## src/design/rbp_pkg.sv

```systemverilog
package rbp_pkg;

  localparam int PIXEL_W  = 24;
  localparam int COORD_W  = 11;
  localparam int CFG_W    = 11;
  localparam int CFG_IDX_W = 3;
  localparam int MARGIN_W = 3;

  localparam int DEF_MAX_DIM    = 1024;
  localparam int DEF_CHANNELS   = 3;
  localparam int DEF_MAX_MARGIN = 7;

  localparam int RESET_WIDTH  = 640;
  localparam int RESET_HEIGHT = 480;

  typedef enum logic [CFG_IDX_W-1:0] {
    REG_IMAGE_WIDTH   = 3'd0,
    REG_IMAGE_HEIGHT  = 3'd1,
    REG_LEFT_MARGIN   = 3'd2,
    REG_RIGHT_MARGIN  = 3'd3,
    REG_TOP_MARGIN    = 3'd4,
    REG_BOTTOM_MARGIN = 3'd5
  } cfg_idx_e;

  typedef struct packed {
    logic [MARGIN_W-1:0] left;
    logic [MARGIN_W-1:0] right;
    logic [MARGIN_W-1:0] top;
    logic [MARGIN_W-1:0] bottom;
  } margin_t;

endpackage

```

## src/design/rbp_if.sv

```systemverilog
interface rbp_pixel_if;
  import rbp_pkg::*;

  logic               valid;
  logic               ready;
  logic [PIXEL_W-1:0] pixel;

  modport source (output valid, output pixel, input ready);
  modport sink   (input valid, input pixel, output ready);
endinterface

interface rbp_write_if;
  import rbp_pkg::*;

  logic               valid;
  logic               ready;
  logic [COORD_W-1:0] out_col;
  logic [COORD_W-1:0] out_row;
  logic [PIXEL_W-1:0] out_pixel;
  logic               burst_last;

  modport source (output valid, output out_col, output out_row, output out_pixel,
                  output burst_last, input ready);
  modport sink   (input valid, input out_col, input out_row, input out_pixel,
                  input burst_last, output ready);
endinterface

```

## src/design/rbp_cfg.sv

```systemverilog
module rbp_cfg import rbp_pkg::*; #(
  parameter int MAX_DIM    = DEF_MAX_DIM,
  parameter int MAX_MARGIN = DEF_MAX_MARGIN,
  localparam int CNT_W     = $clog2(MAX_DIM)
) (
  input  logic                 clk_i,
  input  logic                 rst_ni,
  input  logic                 cfg_we_i,
  input  logic [CFG_IDX_W-1:0] cfg_idx_i,
  input  logic [CFG_W-1:0]     cfg_data_i,
  output logic                 cfg_hit_o,
  output logic [CNT_W-1:0]     last_col_o,
  output logic [CNT_W-1:0]     last_row_o,
  output margin_t              margin_o
);

  function automatic logic [CNT_W-1:0] dim_last(input int v);
    int c;
    begin
      c = v;
      if (c < 2) c = 2;
      if (c > MAX_DIM) c = MAX_DIM;
      dim_last = CNT_W'(c - 1);
    end
  endfunction

  function automatic logic [MARGIN_W-1:0] clamp_margin(input logic [MARGIN_W-1:0] v);
    begin
      if (int'(v) > MAX_MARGIN) clamp_margin = MARGIN_W'(MAX_MARGIN);
      else clamp_margin = v;
    end
  endfunction

  localparam logic [CNT_W-1:0] RESET_LAST_COL = dim_last(RESET_WIDTH);
  localparam logic [CNT_W-1:0] RESET_LAST_ROW = dim_last(RESET_HEIGHT);

  logic [CNT_W-1:0]    last_col_q, last_col_d;
  logic [CNT_W-1:0]    last_row_q, last_row_d;
  margin_t             margin_q, margin_d;
  logic                hit;
  logic [MARGIN_W-1:0] m_val;

  assign m_val = clamp_margin(cfg_data_i[MARGIN_W-1:0]);

  always_comb begin
    last_col_d = last_col_q;
    last_row_d = last_row_q;
    margin_d   = margin_q;
    hit        = 1'b0;
    if (cfg_we_i) begin
      hit = 1'b1;
      unique case (cfg_idx_e'(cfg_idx_i))
        REG_IMAGE_WIDTH:   last_col_d = dim_last(int'(cfg_data_i));
        REG_IMAGE_HEIGHT:  last_row_d = dim_last(int'(cfg_data_i));
        REG_LEFT_MARGIN:   margin_d.left = m_val;
        REG_RIGHT_MARGIN:  margin_d.right = m_val;
        REG_TOP_MARGIN:    margin_d.top = m_val;
        REG_BOTTOM_MARGIN: margin_d.bottom = m_val;
        default:           hit = 1'b0;
      endcase
    end
  end

  always_ff @(posedge clk_i or negedge rst_ni) begin
    if (!rst_ni) begin
      last_col_q <= RESET_LAST_COL;
      last_row_q <= RESET_LAST_ROW;
      margin_q   <= '0;
    end else begin
      last_col_q <= last_col_d;
      last_row_q <= last_row_d;
      margin_q   <= margin_d;
    end
  end

  assign cfg_hit_o  = hit;
  assign last_col_o = last_col_q;
  assign last_row_o = last_row_q;
  assign margin_o   = margin_q;

endmodule

```

## src/design/rbp_pos.sv

```systemverilog
module rbp_pos import rbp_pkg::*; #(
  parameter int MAX_DIM    = DEF_MAX_DIM,
  parameter int CHANNELS   = DEF_CHANNELS,
  parameter int MAX_MARGIN = DEF_MAX_MARGIN,
  localparam int CNT_W     = $clog2(MAX_DIM),
  localparam int POS_W     = $clog2(MAX_DIM + 2 * MAX_MARGIN + 2)
) (
  input  logic               clk_i,
  input  logic               rst_ni,
  rbp_pixel_if.sink          pixel_i,
  input  logic               cfg_hit_i,
  input  logic [CNT_W-1:0]   last_col_i,
  input  logic [CNT_W-1:0]   last_row_i,
  input  margin_t            margin_i,
  output logic               job_valid_o,
  input  logic               job_take_i,
  output logic [POS_W-1:0]   job_col_lo_o,
  output logic [POS_W-1:0]   job_col_hi_o,
  output logic [POS_W-1:0]   job_row_lo_o,
  output logic [POS_W-1:0]   job_row_hi_o,
  output logic [PIXEL_W-1:0] job_pixel_o
);

  localparam int CH_BITS = 8 * CHANNELS;

  logic [CNT_W-1:0]   col_q, col_d, row_q, row_d;
  logic               job_valid_q, job_valid_d;
  logic [POS_W-1:0]   col_lo_q, col_hi_q, row_lo_q, row_hi_q;
  logic [POS_W-1:0]   col_base, row_base, col_lo_d, col_hi_d, row_lo_d, row_hi_d;
  logic [PIXEL_W-1:0] pixel_q, pixel_d;
  logic               accept, at_last_col, at_last_row;

  assign pixel_i.ready = !job_valid_q || job_take_i;
  assign accept        = pixel_i.valid && pixel_i.ready;
  assign at_last_col   = (col_q == last_col_i);
  assign at_last_row   = (row_q == last_row_i);

  always_comb begin
    col_base = POS_W'(margin_i.left) + POS_W'(col_q);
    row_base = POS_W'(margin_i.top) + POS_W'(row_q);
    col_lo_d = (col_q == '0) ? '0 : col_base;
    col_hi_d = at_last_col ? col_base + POS_W'(margin_i.right) : col_base;
    row_lo_d = (row_q == '0) ? '0 : row_base;
    row_hi_d = at_last_row ? row_base + POS_W'(margin_i.bottom) : row_base;
    for (int i = 0; i < PIXEL_W; i++) begin
      pixel_d[i] = pixel_i.pixel[i] && (i < CH_BITS);
    end
  end

  always_comb begin
    col_d       = col_q;
    row_d       = row_q;
    job_valid_d = job_valid_q;
    if (job_take_i) job_valid_d = 1'b0;
    if (cfg_hit_i) begin
      col_d = '0;
      row_d = '0;
    end else if (accept) begin
      job_valid_d = 1'b1;
      if (at_last_col) begin
        col_d = '0;
        row_d = at_last_row ? '0 : row_q + 1'b1;
      end else begin
        col_d = col_q + 1'b1;
      end
    end
  end

  always_ff @(posedge clk_i or negedge rst_ni) begin
    if (!rst_ni) begin
      col_q       <= '0;
      row_q       <= '0;
      job_valid_q <= 1'b0;
    end else begin
      col_q       <= col_d;
      row_q       <= row_d;
      job_valid_q <= job_valid_d;
    end
  end

  always_ff @(posedge clk_i) begin
    if (accept) begin
      col_lo_q <= col_lo_d;
      col_hi_q <= col_hi_d;
      row_lo_q <= row_lo_d;
      row_hi_q <= row_hi_d;
      pixel_q  <= pixel_d;
    end
  end

  assign job_valid_o  = job_valid_q;
  assign job_col_lo_o = col_lo_q;
  assign job_col_hi_o = col_hi_q;
  assign job_row_lo_o = row_lo_q;
  assign job_row_hi_o = row_hi_q;
  assign job_pixel_o  = pixel_q;

endmodule

```

## src/design/rbp_walk.sv

```systemverilog
module rbp_walk import rbp_pkg::*; #(
  parameter int MAX_DIM    = DEF_MAX_DIM,
  parameter int MAX_MARGIN = DEF_MAX_MARGIN,
  localparam int POS_W     = $clog2(MAX_DIM + 2 * MAX_MARGIN + 2)
) (
  input  logic               clk_i,
  input  logic               rst_ni,
  input  logic               job_valid_i,
  output logic               job_take_o,
  input  logic [POS_W-1:0]   job_col_lo_i,
  input  logic [POS_W-1:0]   job_col_hi_i,
  input  logic [POS_W-1:0]   job_row_lo_i,
  input  logic [POS_W-1:0]   job_row_hi_i,
  input  logic [PIXEL_W-1:0] job_pixel_i,
  rbp_write_if.source        write_o
);

  logic               valid_q, valid_d;
  logic [POS_W-1:0]   x_q, x_d, y_q, y_d;
  logic [POS_W-1:0]   col_lo_q, col_lo_d, col_hi_q, col_hi_d, row_hi_q, row_hi_d;
  logic [PIXEL_W-1:0] pixel_q, pixel_d;
  logic               last_q, last_d;
  logic               advance, load;

  assign advance    = !valid_q || write_o.ready;
  assign load       = advance && (!valid_q || last_q);
  assign job_take_o = load && job_valid_i;

  always_comb begin
    valid_d  = valid_q;
    x_d      = x_q;
    y_d      = y_q;
    col_lo_d = col_lo_q;
    col_hi_d = col_hi_q;
    row_hi_d = row_hi_q;
    pixel_d  = pixel_q;
    last_d   = last_q;
    if (load) begin
      valid_d  = job_valid_i;
      x_d      = job_col_lo_i;
      y_d      = job_row_lo_i;
      col_lo_d = job_col_lo_i;
      col_hi_d = job_col_hi_i;
      row_hi_d = job_row_hi_i;
      pixel_d  = job_pixel_i;
      last_d   = (job_col_lo_i == job_col_hi_i) && (job_row_lo_i == job_row_hi_i);
    end else if (advance) begin
      if (x_q == col_hi_q) begin
        x_d = col_lo_q;
        y_d = y_q + 1'b1;
      end else begin
        x_d = x_q + 1'b1;
      end
      last_d = (x_d == col_hi_q) && (y_d == row_hi_q);
    end
  end

  always_ff @(posedge clk_i or negedge rst_ni) begin
    if (!rst_ni) begin
      valid_q <= 1'b0;
    end else begin
      valid_q <= valid_d;
    end
  end

  always_ff @(posedge clk_i) begin
    x_q      <= x_d;
    y_q      <= y_d;
    col_lo_q <= col_lo_d;
    col_hi_q <= col_hi_d;
    row_hi_q <= row_hi_d;
    pixel_q  <= pixel_d;
    last_q   <= last_d;
  end

  assign write_o.valid      = valid_q;
  assign write_o.out_col    = COORD_W'(x_q);
  assign write_o.out_row    = COORD_W'(y_q);
  assign write_o.out_pixel  = pixel_q;
  assign write_o.burst_last = last_q;

endmodule

```

## src/design/replicate_border_padder_top.sv

```systemverilog
// Replicate-border padder. Source pixels arrive in raster order on pixel_i, one
// per transaction; the block counts column and row itself. For each pixel it
// emits on write_o a burst of frame-buffer writes (padded column, padded row,
// pixel value) for its own place and every margin place that copies it, in
// order of rising row and then rising column, with burst_last on the final one.
// A pixel is captured into a job register, and the burst generator walks the
// job's rectangle one write per cycle while the receiver is ready into the
// output register, so a pixel's first write passes both registers. Interior
// pixels sustain one transaction per cycle while the receiver is ready; pixel_i
// stalls while an edge burst (up to 64 writes for a full-margin corner) runs.
// When the receiver deasserts ready the output register holds its write, the
// job register fills and then pixel_i.ready falls; nothing is dropped.
// Reset clears the counters and loads width 640, height 480 and zero margins.
// Configuration writes to a defined index through cfg_we_i, cfg_idx_i and
// cfg_data_i take effect at once and restart the frame at its first pixel;
// the user must issue them only while the block is idle; it is not enforced.
module replicate_border_padder_top import rbp_pkg::*; #(
  parameter int MAX_DIM    = DEF_MAX_DIM,
  parameter int CHANNELS   = DEF_CHANNELS,
  parameter int MAX_MARGIN = DEF_MAX_MARGIN
) (
  input  logic                 clk_i,
  input  logic                 rst_ni,
  input  logic                 cfg_we_i,
  input  logic [CFG_IDX_W-1:0] cfg_idx_i,
  input  logic [CFG_W-1:0]     cfg_data_i,
  rbp_pixel_if.sink            pixel_i,
  rbp_write_if.source          write_o
);

  localparam int CNT_W = $clog2(MAX_DIM);
  localparam int POS_W = $clog2(MAX_DIM + 2 * MAX_MARGIN + 2);

  logic               cfg_hit;
  logic [CNT_W-1:0]   last_col, last_row;
  margin_t            margin;
  logic               job_valid, job_take;
  logic [POS_W-1:0]   job_col_lo, job_col_hi, job_row_lo, job_row_hi;
  logic [PIXEL_W-1:0] job_pixel;

  rbp_cfg #(
    .MAX_DIM    (MAX_DIM),
    .MAX_MARGIN (MAX_MARGIN)
  ) u_cfg (
    .clk_i      (clk_i),
    .rst_ni     (rst_ni),
    .cfg_we_i   (cfg_we_i),
    .cfg_idx_i  (cfg_idx_i),
    .cfg_data_i (cfg_data_i),
    .cfg_hit_o  (cfg_hit),
    .last_col_o (last_col),
    .last_row_o (last_row),
    .margin_o   (margin)
  );

  rbp_pos #(
    .MAX_DIM    (MAX_DIM),
    .CHANNELS   (CHANNELS),
    .MAX_MARGIN (MAX_MARGIN)
  ) u_pos (
    .clk_i        (clk_i),
    .rst_ni       (rst_ni),
    .pixel_i      (pixel_i),
    .cfg_hit_i    (cfg_hit),
    .last_col_i   (last_col),
    .last_row_i   (last_row),
    .margin_i     (margin),
    .job_valid_o  (job_valid),
    .job_take_i   (job_take),
    .job_col_lo_o (job_col_lo),
    .job_col_hi_o (job_col_hi),
    .job_row_lo_o (job_row_lo),
    .job_row_hi_o (job_row_hi),
    .job_pixel_o  (job_pixel)
  );

  rbp_walk #(
    .MAX_DIM    (MAX_DIM),
    .MAX_MARGIN (MAX_MARGIN)
  ) u_walk (
    .clk_i        (clk_i),
    .rst_ni       (rst_ni),
    .job_valid_i  (job_valid),
    .job_take_o   (job_take),
    .job_col_lo_i (job_col_lo),
    .job_col_hi_i (job_col_hi),
    .job_row_lo_i (job_row_lo),
    .job_row_hi_i (job_row_hi),
    .job_pixel_i  (job_pixel),
    .write_o      (write_o)
  );

endmodule

```

## src/flat_wrapper.sv

```systemverilog
// flat-port wrapper written by rule: the top's interface ports become plain ports
module replicate_border_padder_top_flat import rbp_pkg::*;
#(
  parameter int MAX_DIM    = DEF_MAX_DIM,
  parameter int CHANNELS   = DEF_CHANNELS,
  parameter int MAX_MARGIN = DEF_MAX_MARGIN
)
  (clk_i, rst_ni, cfg_we_i, cfg_idx_i, cfg_data_i, pixel_i_valid, pixel_i_pixel, pixel_i_ready, write_o_valid, write_o_out_col, write_o_out_row, write_o_out_pixel, write_o_burst_last, write_o_ready);
  rbp_pixel_if pixel_i_i ();
  rbp_write_if write_o_i ();
  input  logic clk_i;
  input  logic rst_ni;
  input  logic cfg_we_i;
  input  logic [CFG_IDX_W-1:0] cfg_idx_i;
  input  logic [CFG_W-1:0] cfg_data_i;
  input wire logic [$bits(pixel_i_i.valid)-1:0] pixel_i_valid;
  input wire logic [$bits(pixel_i_i.pixel)-1:0] pixel_i_pixel;
  output wire logic [$bits(pixel_i_i.ready)-1:0] pixel_i_ready;
  output wire logic [$bits(write_o_i.valid)-1:0] write_o_valid;
  output wire logic [$bits(write_o_i.out_col)-1:0] write_o_out_col;
  output wire logic [$bits(write_o_i.out_row)-1:0] write_o_out_row;
  output wire logic [$bits(write_o_i.out_pixel)-1:0] write_o_out_pixel;
  output wire logic [$bits(write_o_i.burst_last)-1:0] write_o_burst_last;
  input wire logic [$bits(write_o_i.ready)-1:0] write_o_ready;
  assign pixel_i_i.valid = pixel_i_valid;
  assign pixel_i_i.pixel = pixel_i_pixel;
  assign pixel_i_ready = pixel_i_i.ready;
  assign write_o_valid = write_o_i.valid;
  assign write_o_out_col = write_o_i.out_col;
  assign write_o_out_row = write_o_i.out_row;
  assign write_o_out_pixel = write_o_i.out_pixel;
  assign write_o_burst_last = write_o_i.burst_last;
  assign write_o_i.ready = write_o_ready;
  replicate_border_padder_top #(.MAX_DIM(MAX_DIM), .CHANNELS(CHANNELS), .MAX_MARGIN(MAX_MARGIN)) u_core (.clk_i(clk_i), .rst_ni(rst_ni), .cfg_we_i(cfg_we_i), .cfg_idx_i(cfg_idx_i), .cfg_data_i(cfg_data_i), .pixel_i(pixel_i_i), .write_o(write_o_i));
endmodule
```

## config.mk

```make
export PLATFORM = sky130hd
export DESIGN_NAME = replicate_border_padder_top_flat
export DESIGN_NICKNAME = d
export VERILOG_FILES = /design/src/design/rbp_pkg.sv /design/src/design/rbp_if.sv /design/src/design/rbp_cfg.sv /design/src/design/rbp_pos.sv /design/src/design/rbp_walk.sv /design/src/design/replicate_border_padder_top.sv /design/src/flat_wrapper.sv
export SDC_FILE = /design/constraint.sdc
export NUM_CORES = 1
export LEC_CHECK = 0
export BUFFER_PORTS_ARGS = -buffer_cell sky130_fd_sc_hd__buf_2
export CORE_MARGIN = 5
export CORE_UTILIZATION = 54
export CTS_CLUSTER_SIZE = 30
export DETAILED_ROUTE_END_ITERATION = 6
export HOLD_SLACK_MARGIN = 0.06
export PLACE_DENSITY = 0.76
export SLEW_MARGIN = 20
export SYNTH_ARGS = -nofsm -noshare
export SYNTH_HDL_FRONTEND = slang
export SYNTH_HIERARCHICAL = 1
export SYNTH_SLANG_ARGS = --single-unit
export TNS_END_PERCENT = 30
```

## constraint.sdc

```tcl
create_clock -name clk_i -period 3.93 [get_ports clk_i]
set_clock_uncertainty 0.05 [all_clocks]
set_input_delay 0.393 -clock clk_i [delete_from_list [all_inputs] [get_ports clk_i]]
set_output_delay 0.393 -clock clk_i [all_outputs]
set_load 0.005 [all_outputs]
```

# Word level (Yosys, flattened, before mapping)
# Index checks and enable logic that the tools add are counted.
# word_totals
reg_bits	202
output_inout_bits	49
# op_classes
add_sub_neg	10
magnitude_cmp	3
n_eq_ne	12
muxes	37
reduce_logical	24
# ops
operator	count
$mux 11	13
$mux 10	13
$mux 32	4
$gt 32x12->1 const B	2
$eq 11x11->1	5
$add 11x1->11 const B	2
$add 11x3->11	2
$add 3x10->11	2
$add 10x1->10 const B	2
$eq 10x10->1	2
$logic_not 10->1	2
$sub 10x2->10 const B	2
$reduce_and 2->1	7
$lt 11x2->1 const B	1
$mux 1	7
$eq 3x2->1 const B	2
$eq 3x3->1 const B	2
$reduce_bool 2->1	3
$reduce_or 6->1	1
$logic_and 1x1->1	5
$eq 3x1->1 const B	1
$logic_not 3->1	1
$logic_or 1x1->1	3
$logic_not 1->1	2

# Longest topological paths before layout
# Gate-level depths: netlist of the first run.
# depth
depth_word	9
ltp_mapped	13
mapped_depth_nobuf	11

# By module
# Netlist of the first run, hierarchy kept.
# by_module_without_submodules
module	n_inst	cells_each	area_each_um2	seq_area_each_um2
rbp_pos	1	370	4558.1	2567.5
rbp_walk	1	325	4065.1	2427.3
rbp_cfg	1	143	1551.5	820.8

# Worst setup path after synthesis of the first run
# OpenSTA, ideal clock, no wires.
# synth_timing
path_kind	input to register
from	input port write_o_ready
to	register u_core.u_pos.row_q[9]
setup_time_ps	77
arrival_time_ps	3792
required_time_ps	3803
setup_slack_ps	10
cell_stages	13
path_buffers	2
path_cell_list	nand2_1 > and2_1 > inv_1 > clkbuf_1 > and2_1 > nand2b_1 > nand2_1 > inv_1 > a41o_1 > buf_2 > nand2_1 > or4_1 > a21oi_1
# synth_via
elab_chain_cells	7
# synth_rtl
item	line_no	source
start: declaration	flat_wrapper.sv:24	input wire logic [$bits(write_o_i.ready)-1:0] write_o_ready;
$logic_or 1x1->1	rbp_walk.sv:25	assign advance = !valid_q || write_o.ready;
$logic_and 1x1->1	rbp_walk.sv:26	assign load = advance && (!valid_q || last_q);
$logic_and 1x1->1	rbp_walk.sv:27	assign job_take_o = load && job_valid_i;
net u_core.job_take	replicate_border_padder_top.sv:37	logic job_valid, job_take;
$logic_or 1x1->1	rbp_pos.sv:33	assign pixel_i.ready = !job_valid_q || job_take_i;
net pixel_i_ready	flat_wrapper.sv:18	output wire logic [$bits(pixel_i_i.ready)-1:0] pixel_i_ready;
$logic_and 1x1->1	rbp_pos.sv:34	assign accept = pixel_i.valid && pixel_i.ready;
net u_core.u_pos.accept	rbp_pos.sv:31	logic accept, at_last_col, at_last_row;
$reduce_bool 2->1 (no line)	-	
$reduce_and 2->1 (no line)	-	
end signal: assignment	rbp_pos.sv:76	row_q <= row_d;
end: declaration	rbp_pos.sv:26	logic [CNT_W-1:0] col_q, col_d, row_q, row_d;
# The timed path passes the listed nets, and every way through them passes these cells.
# A chain may end at the register's enable or synchronous reset.

# Final worst setup path of the first run
# layout_timing
from	register u_core.u_pos.row_q[0]
to	register u_core.u_pos.row_hi_q[7], in the netlist u_core/u_pos/job_row_hi_o[7], data pin
# layout_via
elab_chain_cells	3
# layout_rtl
item	line_no	source
$add 3x10->11	rbp_pos.sv:40	row_base = POS_W'(margin_i.top) + POS_W'(row_q);
net u_core.u_pos.row_base[2]	rbp_pos.sv:29	logic [POS_W-1:0] col_base, row_base, col_lo_d, col_hi_d, row_lo_d, row_hi_d;
$add 11x3->11	rbp_pos.sv:44	row_hi_d = at_last_row ? row_base + POS_W'(margin_i.bottom) : row_base;
$mux 11	rbp_pos.sv:44	
net u_core.u_pos.row_hi_d[7]	rbp_pos.sv:29	
end signal: assignment	rbp_pos.sv:86	row_hi_q <= row_hi_d;
end: declaration	rbp_pos.sv:28	logic [POS_W-1:0] col_lo_q, col_hi_q, row_lo_q, row_hi_q;
# The timed path passes the listed nets, and every way through them passes these cells.

==> results.txt, run 1 <==
- Run status: finished clean
- The final layout contains 1017 nets.
- Measured along the y axis, the die boundary spans 147 um.
* Detail-routed net length per standard cell: 18.2 um
* RSZ-0062 raised after global routing: no
- The floorplan step defined a die boundary enclosing 0.0217 mm2.
- Clock-pin slew was measured on the worst setup and hold paths at 60 ps.
* Diodes inserted: 0
- Clock latency on the worst-skew pair: 490 ps
- Flip-flop and latch count after synthesis: 202
* Compound-Gate Fraction of Synth Area: 8.20%
* Final critical delay including setup and external delays: 3110 ps
- Share of flip-flops with an asynchronous set or reset after synthesis: 26.7%
- Once the clock tree was built, the setup fixing pass inserted 0 buffers.
* CTS Root Cell: clkbuf_16
- Total of buffers placed on input and output ports: 91
- Average cell area after synthesis: between 10 and 15 um2
- Measured along the x axis, the die boundary spans 147 um.
- The first global-routing pass estimated 35200 um of wire.
- In this run the worst path has a maximum fanout of 5.
- Syn Nets: 904
- Setup TNS after final layout: 0 ps
- Vias in the first global route: 6740
- Summing internal, switching and leakage power gives 5.91 mW.
- Share of synthesized area spent on multiplexers: 3.37%
* Post-synthesis instance area: 0.0102 mm2
- Biggest area consumer among synthesized cells: edfxtp_1
- After detailed routing, the met3 layer carries 1140 um of wire.
* Cell with the most instances after synthesis: edfxtp_1
- For this design the ratio of total power to cell area is roughly 500 mW/mm2.
- Core outline area: roughly 0.019 mm2
- Synthesized instance count: around 840
* Post-synthesis to final-layout area growth: 16.0%
- Most area-consuming cells after synthesis: edfxtp_1 (44%), dfrtp_1 (9.3%), xor2_1 (5.4%)
- The HPWL after detailed placement is 15400 um.
- After Yosys synthesis, and, or, nand and nor cells account for 13.9% of the synthesized area.
- For the worst setup path, the data required time is 4110 ps.
* Crit path launch type: register
- Leak Pwr: 4.49 nW
* Actual transition at the worst max-transition pin: 729 ps
- Routability-driven placement finished with a final weighted congestion of 0.944.
- Total of endpoints with negative setup slack in the final report: 0
- Of the synthesized area, sequential elements account for 57.2%.
- Final period util: 79.1%
- Fraction of final layout cells with drive strength greater than 1: approximately 20%
- Yosys mapped the design onto 77 distinct sky130hd cell types.
* Most used DFF post-synth: edfxtp_1
- Summed over all layers, the global routing overflow is 0.
- Type of the setup path with the least slack: register to register
* Total clock sinks: 202
- The clock passes through at most 3 buffers.
* Data arrival at the endpoint of the critical path: between 3000 and 4000 ps
* Largest family of logic cells by synthesized area: simple AND/OR/NAND/NOR gates
- In the routed layout, each cell is associated on average with a via count of 5.70.
- The detailed router finished its first iteration with 458 violations.
- For this run, the detailed router's first-pass iteration total came to 5.
* Worst slew margin relative to its limit: 51.3%
* Yosys warning total: 6
* Max Transition Viols Final: 0
- After synthesis, the most frequently instantiated cells are edfxtp_1 (148), xor2_1 (63), xnor2_1 (60), nand2_1 (56), nor2_1 (53).
- In this run the cell area measured after placement is 0.0108 mm2.
- Across the run, the number of max-cap violations was 0.
* H-tree Lvls: 1
- After synthesis, the largest area contributor takes up 43.7% of total cell area.
- CTS tree: yes
* Num ports: 92
* Max VDD drop: 0.267 mV
* Number of CTS-inserted buffers: 22
- Initial Utilization: a little over half
- Overall fraction of global-route tracks in use: 20.0%
- Total number of vias: approximately 6800
- The floorplan has 50 rows.
- Final Hold Violating Endpoints: 0
- Number of flops mapped to enable cells by yosys: 148
- In the routed design, unresolved DRC markers number 0.
* Overall routed net length: 21900 um
* Worst min-delay path class: input port to register
* Pin count of the biggest net entering global routing: ~100
* Detailed route wirelength on metal2: between 10000 and 15000 um
- Achievable Freq: 322 MHz
- Element type at the critical path end: register
* Finished Cell Area: 0.0118 mm2
* Number of antenna violations at the first check in global routing: 0
- Detailed-route wire length on metal 1: just over 9000 um
- Fillcell total: 1423
* Top layer in use: met4
* Adder-cell area share of the yosys netlist: 3.12%
* Xor/xnor share of the synthesized area: between 10% and 20%
- The detail route stage leaves a number of antenna-violating nets equal to 0.
==> final timing paths <==
kind                                              start                                   to  slack (ps)  cells after the start
hold / removal                            pixel_i_valid             u_core/u_pos/job_valid_o         120                      3
min in group asynchronous                        rst_ni           u_core/u_cfg/last_row_o[5]         380                      2
setup reg to reg                  u_core/u_pos/row_q[0]         u_core/u_pos/job_row_hi_o[7]         820                      9
hold reg to reg            u_core/u_pos/job_pixel_o[11]  u_core/u_walk/write_o.out_pixel[11]         370                      0
max in group asynchronous                        rst_ni           u_core/u_cfg/last_col_o[5]        2600                      3
setup / recovery                  u_core/u_pos/row_q[0]         u_core/u_pos/job_row_hi_o[7]         820                      9
==> worst max-delay path: stages (launching register included) <==
cell	delay [ps]
dfrtp_1	450
ha_1	240
fa_1	440
xnor2_1	280
inv_1	80
ha_1	330
a21oi_1	100
or4b_4	570
nor3b_2	220
xor2_1	100
==> layout make-up <==
cell class,instances,area [um2],area share (%)
clock buffers,24,579,4.91
clock inverters,16,135,1.14
inverters,29,110,0.933
multi-input cells,572,4080,34.6
flip-flops and latches,202,5820,49.3
well taps,234,293,2.48
repair buffers,124,786,6.66
==> per-layer routing <==
metal  vias to the layer above  global-route usage, %
met5                         -                      0
met4                         0                   7.50
met3                        51                   2.53
met2                       230                   33.5
met1                      3275                   26.8
li1                       3287                      -
==> cell usage in the layout (no fill, tap or decap), types with 4 or more instances in the layout <==
| cell type | n |
|---|---|
| o21ai_0 | 38 |
| a31oi_1 | 10 |
| edfxtp_1 | 148 |
| nand4_1 | 18 |
| nor3b_1 | 5 |
| nand2b_1 | 6 |
| a21o_1 | 7 |
| clkbuf_16 | 23 |
| buf_4 | 7 |
| nor2b_1 | 5 |
| dfrtp_1 | 38 |
| or3_1 | 7 |
| dfstp_2 | 16 |
| clkinv_1 | 6 |
| mux2_2 | 18 |
| xnor2_1 | 60 |
| fa_1 | 4 |
| inv_1 | 26 |
| dlygate4sd3_1 | 25 |
| and4_1 | 5 |
| nand3_1 | 30 |
| nand2_1 | 56 |
| o21ai_1 | 4 |
| nor3_1 | 17 |
| mux2i_1 | 14 |
| nor2_1 | 53 |
| and2_1 | 10 |
| and3_1 | 5 |
| ha_1 | 19 |
| nor4_1 | 12 |
| a21oi_1 | 41 |
| buf_2 | 91 |
| nor4_2 | 4 |
| xor2_1 | 63 |
==> repair_timing <==
| action | in CTS | in global routing |
|---|---|---|
| endpoints found under the hold margin | 46 | 0 |
| gates resized for setup | 0 | 0 |
| hold buffers | 25 | 0 |
==> where the power goes <==
| group | switching (mW) | total [mW] | internal (mW) |
|---|---|---|---|
| Clock | 0.800 | 2.00 | 1.20 |
| Combinational | 0.585 | 1.06 | 0.478 |
| Sequential | 0.219 | 2.86 | 2.64 |
| Total | 1.60 | 5.91 | 4.31 |
==> cell families (layout without fill, tap and decap cells) <==
logic type | Yosys count | in the layout
AND/OR/NAND/NOR | 257 | 257
flip-flops | 202 | 202
AO/OA/AOI/OAI | 133 | 133
XOR/XNOR | 127 | 127
buffers and inverters | 64 | 193
multiplexers | 32 | 32
adder cells (fa/ha/maj) | 23 | 23
==> metrics by stage <==
stage          hold slack (ps)  instances  worst slack, ps  utilization [%]
2_1_floorplan             47.4        838             10.0                -
3_3_place_gp               350       1135              991             57.9
3_5_place_dp               355       1135              845             58.0
4_1_cts                   94.1       1200              851             63.1
5_1_grt                    117       1201              687             63.3
6_report                   117       1201              823             63.3
(Power assumes the default switching activity.)
==> run 2: changes to the inputs <==
Settings changed: CORE_UTILIZATION 54 to 60, PLACE_DENSITY 0.76 to 0.8.
Clock period 3.93 ns to 2.9 ns, I/O delays scaled along.
==> run 2 against run 1 <==
Compared with the run above: non-clock buffer count rose by 33; global-route usage grew 4.0 points; utilization up 8.9 points; die area decreased by 9.3%; critical path depth fell by 1; register-to-register slack worse by 710 ps; total power up 35%; via count increased by 3.8%; sequential power up 34%; maximum frequency increased by 11%; combinational power grew 52%.
==> results.txt, run 2 (synthesis gave the netlist of run 1 again) <==
* Overall fraction of global-route tracks in use: 23.9% (was 20.0%)
- Setup TNS after final layout: 0 ps (unchanged)
- The die area is 0.0197 mm2 (was 0.0217 mm2).
- Detail-routed net length per standard cell: 19.4 um (was 18.2 um)
- Most common library cell in the layout ignoring fill and taps: edfxtp_1 (unchanged)
- Top library cells by usage in the layout, fill and taps aside: edfxtp_1 (148), buf_2 (91), xor2_1 (63) (unchanged).
- The wire length of the first global-routing pass came to 38000 um (was 35200 um).
- Actual transition at the worst max-transition pin: 793 ps (was 729 ps)
- The die width came to 140 um (was 147 um).
* CP max FO: 17 (was 5)
- The count of pins over their slew limit is 0 (unchanged).
- Worst-case clock buffer depth: 3 (unchanged)
* Total of endpoints with negative setup slack in the final report: 0 (unchanged)
- The max-capacitance violation count is 0 (unchanged).
- Max VDD drop: 0.402 mV (was 0.267 mV)
* Type of the setup path with the least slack: register to register (unchanged)
- Via-per-instance ratio: 5.84 (was 5.70)
- The worst path required time came to 3150 ps (was 4110 ps).
- The area growth from synthesis to layout came to 17.8% (was 16.0%).
* CTS Root Cell: clkbuf_16 (unchanged)
* Pin count of the biggest net entering global routing: 104 (unchanged)
* Core outline area: 0.0166 mm2 (was 0.0186 mm2)
- Total clock sinks: 202 (unchanged)
- The leakage power summed over all cells is 4.62 nW (was 4.49 nW).
- The critical path startpoint category was a register (unchanged).
- The minimum period implied by the final worst setup slack was 2790 ps (was 3110 ps).
- Worst setup slack after layout: 111 ps (was 823 ps)
- Core Rows: 47 (was 50)
* Cell area after placement: 0.0111 mm2 (was 0.0108 mm2)
- The total half-perimeter wirelength after legalization and detailed placement is 16100 um (was 15400 um).
- The number of detailed-route iterations in the first pass was 7 (was 5).
- Worst min-delay path class: input port to register (unchanged)
* Final Hold Violating Endpoints: 0 (unchanged)
- Setup fix buffers added after clock tree synthesis: 0 (unchanged)
- The final routed wirelength across all metal layers is 23500 um (was 21900 um).
- The CTS tree was yes (unchanged).
- The number of nets in the final layout was 1049 (was 1017).
* GRT overflow: 0 (unchanged)
* Initial Utilization: 61.4% (was 54.6%)
- Final period util: 96.2% (was 79.1%)
- The die span in y was 140 um (was 147 um).
- The headroom to the max-slew limit is 47.1% (was 51.3%).
- The fmax is 359 MHz (was 322 MHz).
- RSZ-0062 raised after global routing: yes (was no)
- The number of remaining DRC errors is 0 (unchanged).
- The number of antenna violations at the first check in global routing was 0 (unchanged).
- The remaining antenna violation count after routing is 0 (unchanged).
- The total of buffers placed on input and output ports is 91 (unchanged).
* Number of CTS-inserted buffers: 21 (was 22)
- The total power divided by cell area is 667 mW/mm2 (was 501 mW/mm2).
* Pre-CTS WS: 63.0 ps (was 845 ps)
- The DRC violation total after the first TritonRoute iteration was 577 (was 458).
- The element type at the critical path end is a register (unchanged).
* Fraction of final layout cells with drive strength greater than 1: 23.4% (was 20.6%)
- H-tree Lvls: 1 (unchanged)
- The final cell area excluding filler cells is 0.0120 mm2 (was 0.0118 mm2).
* Data arrival at the endpoint of the critical path: 3040 ps (was 3290 ps)
- Diodes inserted: 0 (unchanged)
- The via count of the first global-routing pass came to 7069 (was 6740).
- The I/O pin count is 92 (unchanged).
- Run status: finished clean (unchanged)
* Total number of vias: 7100 (was 6843)
- Clock latency on the worst-skew pair: 490 ps (about the same)
- Pwr Total: 7.99 mW (was 5.91 mW)
- Clk slew on worst S/H paths: 60 ps (about the same)
- The routability-driven placement congestion ratio came to 0.920 (was 0.944).
run 2: metal layers:
| metal | part of all wire, % | GRT usage [%] |
|---|---|---|
| met3 | 4.7 | 3.00 |
| met2 | 51 | 42.0 |
| met1 | 41 | 31.5 |
| met5 | 0 | 0 |
| met4 | 2.7 | 6.83 |
run 2: worst max-delay path, cell delays in order, from the launching register on:
cell and delay, ps:
edfxtp_1 460, xnor2_1 230, nand4_2 140, or3_4 510, nor4_1 370, xnor2_1 190
xor2_1 180, nand4_1 130, o41ai_2 320
run 2: layout make-up:
class | instances | area (um2)
Sequential cell | 202 | 5820
Fill cell | 1135 | 4600
Multi-Input combinational cell | 572 | 4120
Timing Repair Buffer | 157 | 1020
Clock buffer | 24 | 557
Tap cell | 220 | 275
Inverter | 29 | 114
Clock inverter | 11 | 81.3
run 2: stage by stage:
stage | hold WS [ps] | cells | util, %
final | 101 | 1215 | 72.2
after global routing | 117 | 1215 | 72.2
after CTS | 73.5 | 1215 | 72.2
after detailed placement | 322 | 1153 | 66.7
after global placement | 313 | 1153 | 66.7
after floorplan | -55.6 | 838 | -
run 2: report_power, final:
group          switching, mW  internal (mW)
sequential             0.262           3.57
combinational          0.877          0.730
clock                   1.09           1.46
total                   2.23           5.76
run 2: path summary, 6_finish.rpt:
path | start | to | slack, ps | depth (start not counted)
min in group asynchronous | rst_ni | u_core/u_pos/row_q[9] | 340 | 2
worst min-delay path | cfg_data_i[10] | u_core/u_cfg/last_col_o[3] | 100 | 3
max in group asynchronous | rst_ni | u_core/u_cfg/last_col_o[1] | 1710 | 3
worst min register to register | u_core/u_pos/job_pixel_o[9] | u_core/u_walk/write_o.out_pixel[9] | 360 | 0
worst max register to register | u_core/u_walk/col_hi_q[7] | u_core/u_walk/write_o.burst_last | 110 | 8
worst max-delay path | u_core/u_walk/col_hi_q[7] | u_core/u_walk/write_o.burst_last | 110 | 8
run 2: repair_timing:
action / in CTS / in global routing
hold buffers: 27 / 0
endpoints found under the setup margin: 0 / 4
endpoints found under the hold margin: 47 / 0
gates resized for setup: 0 / 2
